===== src/deq_pkg.sv =====
// shared types and constants of the double-ended queue
package deq_pkg;

    localparam int WORD_W  = 32;
    localparam int OP_W    = 3;
    localparam int COUNT_W = 11;

    typedef logic signed [WORD_W-1:0] t_word;

    typedef enum logic [OP_W-1:0] {
        OP_QUERY      = 3'd0,
        OP_PUSH_FRONT = 3'd1,
        OP_PUSH_BACK  = 3'd2,
        OP_POP_FRONT  = 3'd3,
        OP_POP_BACK   = 3'd4
    } t_opcode;

    // moves applied to every cell of the chain together
    typedef struct packed {
        logic data_right;
        logic data_left;
        logic load_back;
        logic mark_right;
        logic mark_left;
    } t_cell_ctl;

endpackage


===== src/deq_cell.sv =====
// one storage cell of the deque chain: a word and the back marker
module deq_cell
    import deq_pkg::*;
(
    input  logic      i_clk,
    input  logic      i_rst_n,
    input  t_cell_ctl i_ctl,
    input  t_word     i_push_value,
    input  t_word     i_left_data,
    input  logic      i_left_mark,
    input  t_word     i_right_data,
    input  logic      i_right_mark,
    output t_word     o_data,
    output logic      o_mark,
    output t_word     o_back_term
);

    t_word r_data;
    t_word n_data;
    logic  r_mark;
    logic  n_mark;

    always_comb begin
        n_data = r_data;
        if (i_ctl.data_right) begin
            n_data = i_left_data;
        end else if (i_ctl.data_left) begin
            n_data = i_right_data;
        end else if (i_ctl.load_back && i_left_mark) begin
            n_data = i_push_value;
        end

        n_mark = r_mark;
        if (i_ctl.mark_right) begin
            n_mark = i_left_mark;
        end else if (i_ctl.mark_left) begin
            n_mark = i_right_mark;
        end
    end

    always_ff @(posedge i_clk) begin
        if (!i_rst_n) begin
            r_mark <= 1'b0;
        end else begin
            r_mark <= n_mark;
        end
        r_data <= n_data;
    end

    assign o_data      = r_data;
    assign o_mark      = r_mark;
    assign o_back_term = r_mark ? r_data : '0;

endmodule


===== config.mk =====
export PLATFORM = sky130hd
export DESIGN_NAME = deq_cell
export DESIGN_NICKNAME = d
export VERILOG_FILES = /design/src/deq_pkg.sv /design/src/deq_cell.sv
export SDC_FILE = /design/constraint.sdc
export NUM_CORES = 1
export LEC_CHECK = 0
export BUFFER_PORTS_ARGS = -buffer_cell sky130_fd_sc_hd__buf_4
export CELL_PAD_IN_SITES_DETAIL_PLACEMENT = 1
export CELL_PAD_IN_SITES_GLOBAL_PLACEMENT = 1
export CORE_UTILIZATION = 26
export CTS_CLUSTER_SIZE = 30
export DETAILED_ROUTE_END_ITERATION = 7
export MAX_ROUTING_LAYER = met4
export PLACE_DENSITY = 0.78
export REMOVE_ABC_BUFFERS = 1
export SYNTH_ARGS = -nofsm -noshare
export SYNTH_HDL_FRONTEND = slang
export SYNTH_SLANG_ARGS = --single-unit

===== constraint.sdc =====
create_clock -name i_clk -period 1.8 [get_ports i_clk]
set_input_delay 0.18 -clock i_clk [delete_from_list [all_inputs] [get_ports i_clk]]
set_output_delay 0.18 -clock i_clk [all_outputs]
set_load 0.02 [all_outputs]

==> summary.md, run 1 <==
| Metric | Value |
|---|---|
| Skew-Pair Late Insertion Delay | `0.28 ns` |
| Crit path kind | `reg2out` |
| Gr ovfl total | `0` |
| Area occupied by registers | `980.9 µm²` |
| DR vias | `1,978` |
| Clk sinks | `33` |
| Maximum vdd drop | `0.0002498 V` |
| Power density cells | `694.2 nW/µm²` |
| Commonest non-fill, non-tap cell in the layout | `buf_4` |
| DRT Wirelength | `6597 µm` |
| TritonCTS Buffers | `5` |
| H-tree depth | `2` |
| CP arrival | `1.35 ns` |
| I/O pin cnt | `170` |
| Lkg Pwr | `0.001658 µW` |
| Area Overhead vs Synth | `72.51%` |
| I/O Buffers | `169` |
| Status | `complete, no violations` |
| Fin crit share | `0.8513` |
| Netlist cell types | `15` |
| Drt pass-1 iters | `4` |
| Final Hold Fails | `0` |
| Fraction of layout cells with a size suffix above 1 | `0.5230` |
| Wire length of the first global-routing pass | `9563 µm` |
| Routability cong. | `0.6914` |
| Post-synthesis instance area | `1934 µm²` |
| Mean post-synth cell area | `10.81 µm²` |
| Fin. max-slew vios | `0` |
| Post-CTS setup buffer count | `0` |
| N_diodes | `0` |
| # fillers | `858` |
| Final setup viols | `0` |
| Max-cap violation count | `0` |
| Die W | `88.26 µm` |
| Placed Instances | `439` |
| RSZ-0062 raised after global routing | `no` |
| Final net count | `452` |
| Max Fanout on Critical Path | `16` |
| Setup_tns | `0 ns` |
| Die height | `88.26 µm` |
| Achievable frequency | `0.6526 GHz` |
| CP required | `1.62 ns` |
| Routed vias/inst | `4.425` |
| Final ANT Viol Nets | `0` |
| DRC Markers | `0` |
| Worst Hold Class | `in2reg` |
| Worst Setup Start Kind | `flip-flop` |
| Post-synthesis register bit count | `33` |
| Crit end category | `output port` |
| Register area share after synthesis | `0.5071` |
| Die area | `7789 µm²` |
| Clk root buf | `clkbuf_8` |
| All-Layer GR Usage | `0.1695` |
| Initial antenna violation count | `0` |
| Post-synthesis cell count | `179` |
| Cts hold-fix bufs | `0` |
| Number of global-route vias before repair | `2,023` |
| WL per Instance | `14.76 µm` |
| Slew HR | `0.6083` |
| Commonest non-fill, non-tap cells in the layout | `175 x buf_4, 32 x and2_1, 32 x mux2i_1, 32 x nand2_1, 32 x edfxtp_1` |
| Hpwl dp | `5222 µm` |
| Post-Layout Cell Count | `447` |
| TritonCTS clock tree | `built` |
| Largest net degree at the start of global routing | `65` |
| Yosys warns | `0` |
| Worst slew pin tran | `0.5876 ns` |
| Starting Density | `0.2681` |
| Fin crit period | `1.532 ns` |
| Core area | `7214 µm²` |
| Layout Skew | `0 ns` |
| Clock tree buffer depth | `2` |
| Post-layout util | `0.4625` |
| Drt first-iter violations | `49` |
| Clk slew on worst S/H paths | `0.06 ns` |
| Total area of multi-input combinational cells | `837.1 µm²` |
| Post-CTS sizing | `0` |
| Cell row count | `31` |
## routing by layer
| layer | global-route usage | vias to the layer above | routed length [µm] | part of all wire |
|---|---|---|---|---|
| met5 | - | - | 0 | 0 |
| met4 | 0.03959 | 0 | 57 | 0.0086 |
| met3 | 0.04384 | 7 | 510 | 0.077 |
| met2 | 0.3175 | 92 | 3551 | 0.54 |
| met1 | 0.1764 | 917 | 2478 | 0.38 |
| li1 | - | 962 | - | - |
## final timing paths
| path | startpoint | endpoint | slack, ns | depth (start not counted) |
|---|---|---|---|---|
| max | o_mark | o_back_term[4] | 0.27 | 3 |
| min | i_rst_n | o_mark | 0.14 | 2 |
| max reg2reg | o_mark | o_mark | 0.78 | 2 |
| min reg2reg | o_mark | o_mark | 0.90 | 2 |
## kinds of logic (layout without fill, tap and decap cells)
kind of cell | count (synthesis) | in the layout | share of synthesized area
buffers and inverters | 14 | 183 | 0.06015
muxes | 33 | 33 | 0.1714
AOI/OAI and AO/OA | 34 | 34 | 0.09250
and+or+nand+nor | 65 | 65 | 0.1688
DFF | 33 | 33 | 0.5071
## state kept, by name, indices dropped and copies added (netlist names)
signal	cells
o_data	32
o_mark	1
## final cells by class
| type | instances | share of cell area |
|---|---|---|
| tap | 99 | 0.03712 |
| timing repair buffer | 175 | 0.3937 |
| clock buffer | 5 | 0.02062 |
| sequential | 33 | 0.2940 |
| clock inverter | 3 | 0.003750 |
| multi-input combinational | 132 | 0.2508 |
## where the power goes
group | leakage (µW) | internal (µW) | switching, µW | total, µW
Combinational | 0.00127 | 398 | 375 | 774
Clock | 0.0000430 | 260 | 275 | 535
Sequential | 0.000342 | 954 | 53.7 | 1010
Total | 0.00166 | 1610 | 704 | 2320
## synthesized netlist by cell type
cell type   n  area [µm²]
clkbuf_1    4       15.01
edfxtp_1   32       960.9
nand2b_1    1       6.260
nand2_1    32       120.1
o211a_1     1       10.01
dfxtp_1     1       20.02
a211o_1     1       8.760
o21ai_1    29       145.1
buf_2       6       30.03
mux2_2      1       11.26
o21ai_0     3       15.01
buf_6       1       11.26
and2_1     32       200.2
buf_12      3       60.06
mux2i_1    32       320.3
## critical path: stages (launching register included)
cell and delay [ns]:
dfxtp_1 0.52, buf_4 0.26, and2_1 0.15, buf_4 0.14
## per-stage QoR
step                cell area (µm²)  hold WS, ns  total power [µW]  setup WS [ns]
floorplan                      1818       0.3134              1330         0.5081
global placement               3256       0.4146              1783         0.5765
detailed placement             3256       0.4174              1809         0.5235
CTS                            3337       0.1251              2355         0.2403
global route                   3337       0.1292              2437         0.1602
finish                         3337       0.1362              2317         0.2677
Power figures use the tool's default switching activity.
==> run 2: changes to the inputs <==
Settings changed: ABC_AREA set to 1, PLACE_DENSITY 0.78 to 0.79.
==> summary.md, run 2 <==
| Metric | Value |
|---|---|
| Top-area cell type share of the netlist area | `0.4201` |
| Final setup viols | `0` |
| TritonCTS clock tree | `built` |
| Post-synthesis cell count | `351` |
| Setup_tns | `0 ns` |
| All-Layer GR Usage | `0.1681` |
| Core area | `8382 µm²` |
| Fraction of layout cells with a size suffix above 1 | `0.3585` |
| Post-synth ARST share | `0` |
| Wire length of the first global-routing pass | `11,570 µm` |
| Routed vias/inst | `4.180` |
| Net switching power | `757.8 µW` |
| Launch point of the worst hold path | `i_left_data[28]` |
| Mean post-synth cell area | `6.516 µm²` |
| DR vias | `2,596` |
| Skew-Pair Late Insertion Delay | `0.27 ns` |
| Predominant post-synthesis flop cell | `edfxtp_1` |
| Post-synthesis mux area share | `0` |
| Max Fanout on Critical Path | `21` |
| Hpwl dp | `6148 µm` |
| Routability cong. | `0.7386` |
| Dominant cell type by area after synthesis | `edfxtp_1` |
| Area occupied by registers | `980.9 µm²` |
| Top-count cell post-synth | `nand2_1` |
| Max-cap violation count | `0` |
| Clock tree buffer depth | `2` |
| Final net count | `620` |
| Post-CTS sizing | `0` |
| I/O pin cnt | `170` |
| Number of global-route vias before repair | `2,652` |
| Logic gate share of total power | `0.351` |
| Initial antenna violation count | `0` |
| Placed cell areas | `3605 µm²` |
| Commonest cells post-synth | `163 x nand2_1, 98 x inv_1, 33 x nand3_1, 32 x edfxtp_1` |
| Largest family of logic cells by synthesized area | `simple AND/OR/NAND/NOR gates` |
| Reg2Reg Depth | `5` |
| EDFF count, synth | `32` |
| Register area share after synthesis | `0.4289` |
| Worst Setup Start Kind | `flip-flop` |
| Lkg Pwr | `0.002362 µW` |
| Placed Instances | `613` |
| TritonCTS Buffers | `5` |
| Final Hold Fails | `0` |
| Slew HR | `0.7450` |
| Clk slew on worst S/H paths | `0.07 ns` |
| XOR/XNOR share of the synthesized area | `0` |
| Post-CTS setup buffer count | `0` |
| RR Startpoint | `o_mark` |
| Total area of multi-input combinational cells | `798.3 µm²` |
| Post-route cell area | `3687 µm²` |
| Sw Share | `0.3191` |
| Die W | `95.79 µm` |
| Fin crit share | `0.7287` |
| Worst hold path cell count | `3` |
| CP arrival | `1.13 ns` |
| Crit path kind | `reg2out` |
| I/O Buffers | `169` |
| Final ANT Viol Nets | `0` |
| Fin crit period | `1.312 ns` |
| Commonest non-fill, non-tap cells in the layout | `175 x buf_4, 163 x nand2_1, 98 x inv_1` |
| Hold EP | `o_data[28]` |
| Power density cells | `644.1 nW/µm²` |
| Internal Pwr Total | `1617 µW` |
| Worst slew pin tran | `0.3824 ns` |
| R2r setup slk | `0.88 ns` |
| Status | `complete, no violations` |
| Cts hold-fix bufs | `0` |
| DRT Wirelength | `7639 µm` |
| H-tree depth | `2` |
| Post-synthesis compound-gate area fraction | `0.002188` |
| Starting Density | `0.2729` |
| Top cells by area, synth | `edfxtp_1 42%, nand2_1 27%, inv_1 16%` |
| Drt first-iter violations | `20` |
| Post-synthesis instance area | `2287 µm²` |
| Maximum vdd drop | `0.0003323 V` |
| Drt pass-1 iters | `4` |
| Sequential Power Share | `0.427` |
| Worst hold margin | `0.1778 ns` |
| Die height | `95.79 µm` |
| N_diodes | `0` |
| Yosys warns | `0` |
| Post-Layout Cell Count | `621` |
| Clk sinks | `33` |
| Post-synthesis register bit count | `33` |
| Gr ovfl total | `0` |
| Simple-Gate Fraction of Synth Area | `0.3446` |
| Worst Hold Class | `in2reg` |
| Clk network pwr share | `0.223` |
| Reg2reg end | `o_mark` |
| Synth Area in Adders | `0` |
| RSZ-0062 raised after global routing | `no` |
| CP required | `1.62 ns` |
| Crit end category | `output port` |
| Max FFs per register | `32` |
| Layout Skew | `0 ns` |
| Cell row count | `33` |
| Fin. max-slew vios | `0` |
| Commonest non-fill, non-tap cell in the layout | `buf_4` |
| DRC Markers | `0` |
| Achievable frequency | `0.7624 GHz` |
| Die area | `9176 µm²` |
| Netlist cell types | `11` |
| Clk root buf | `clkbuf_8` |
| Largest net degree at the start of global routing | `34` |
| WL per Instance | `12.30 µm` |
| Area Overhead vs Synth | `61.21%` |
| # fillers | `1,114` |
## run 2: cell type report
| class | count | share of cell area |
|---|---|---|
| Tap cell | 105 | 0.03563 |
| Timing Repair Buffer | 175 | 0.3563 |
| Multi-Input combinational cell | 200 | 0.2165 |
| Clock inverter | 2 | 0.002715 |
| Clock buffer | 6 | 0.01968 |
| Inverter | 100 | 0.1032 |
| Sequential cell | 33 | 0.2660 |
## run 2: worst max path at each step
stage	startpoint	to
after global placement	i_ctl[4]	o_data[21]
after floorplan	i_ctl[4]	o_data[0]
after detailed placement	i_ctl[4]	o_data[21]
after CTS	o_mark	o_back_term[5]
after global routing	o_mark	o_back_term[22]
final	o_mark	o_back_term[5]
## run 2: cells by family (layout without fill, tap and decap cells)
kind of cell | count (synthesis) | count (layout)
buf+inv | 118 | 283
flops | 33 | 33
simple gates | 199 | 199
compound gates | 1 | 1
## run 2: metal layers
layer	vias to the layer above	share of wire	track usage
met5	-	0	-
met4	0	0.0046	0.02736
met3	2	0.068	0.03476
met2	92	0.54	0.3268
met1	1172	0.39	0.1756
li1	1330	-	-
## run 2: stage by stage
step | utilization | power, µW | setup slack, ns
6_report | 0.4399 | 2375 | 0.4884
2_1_floorplan | - | 1388 | 0.09333
3_5_place_dp | 0.4301 | 1876 | 0.3513
5_1_grt | 0.4399 | 2525 | 0.3877
4_1_cts | 0.4399 | 2417 | 0.4594
3_3_place_gp | 0.4301 | 1851 | 0.3911
## run 2: power groups by stage
stage / clock [µW] / combinational, µW / sequential, µW
final: 528 / 833 / 1010
after global routing: 587 / 914 / 1020
after CTS: 555 / 846 / 1020
after detailed placement: 0 / 845 / 1030
after global placement: 0 / 824 / 1030
after floorplan: 0 / 243 / 1150
## run 2: critical path, stage by stage (launching register included)
cell and delay (ns):
dfxtp_1 0.33, buf_4 0.24, nand2_1 0.08, inv_1 0.06, buf_4 0.14
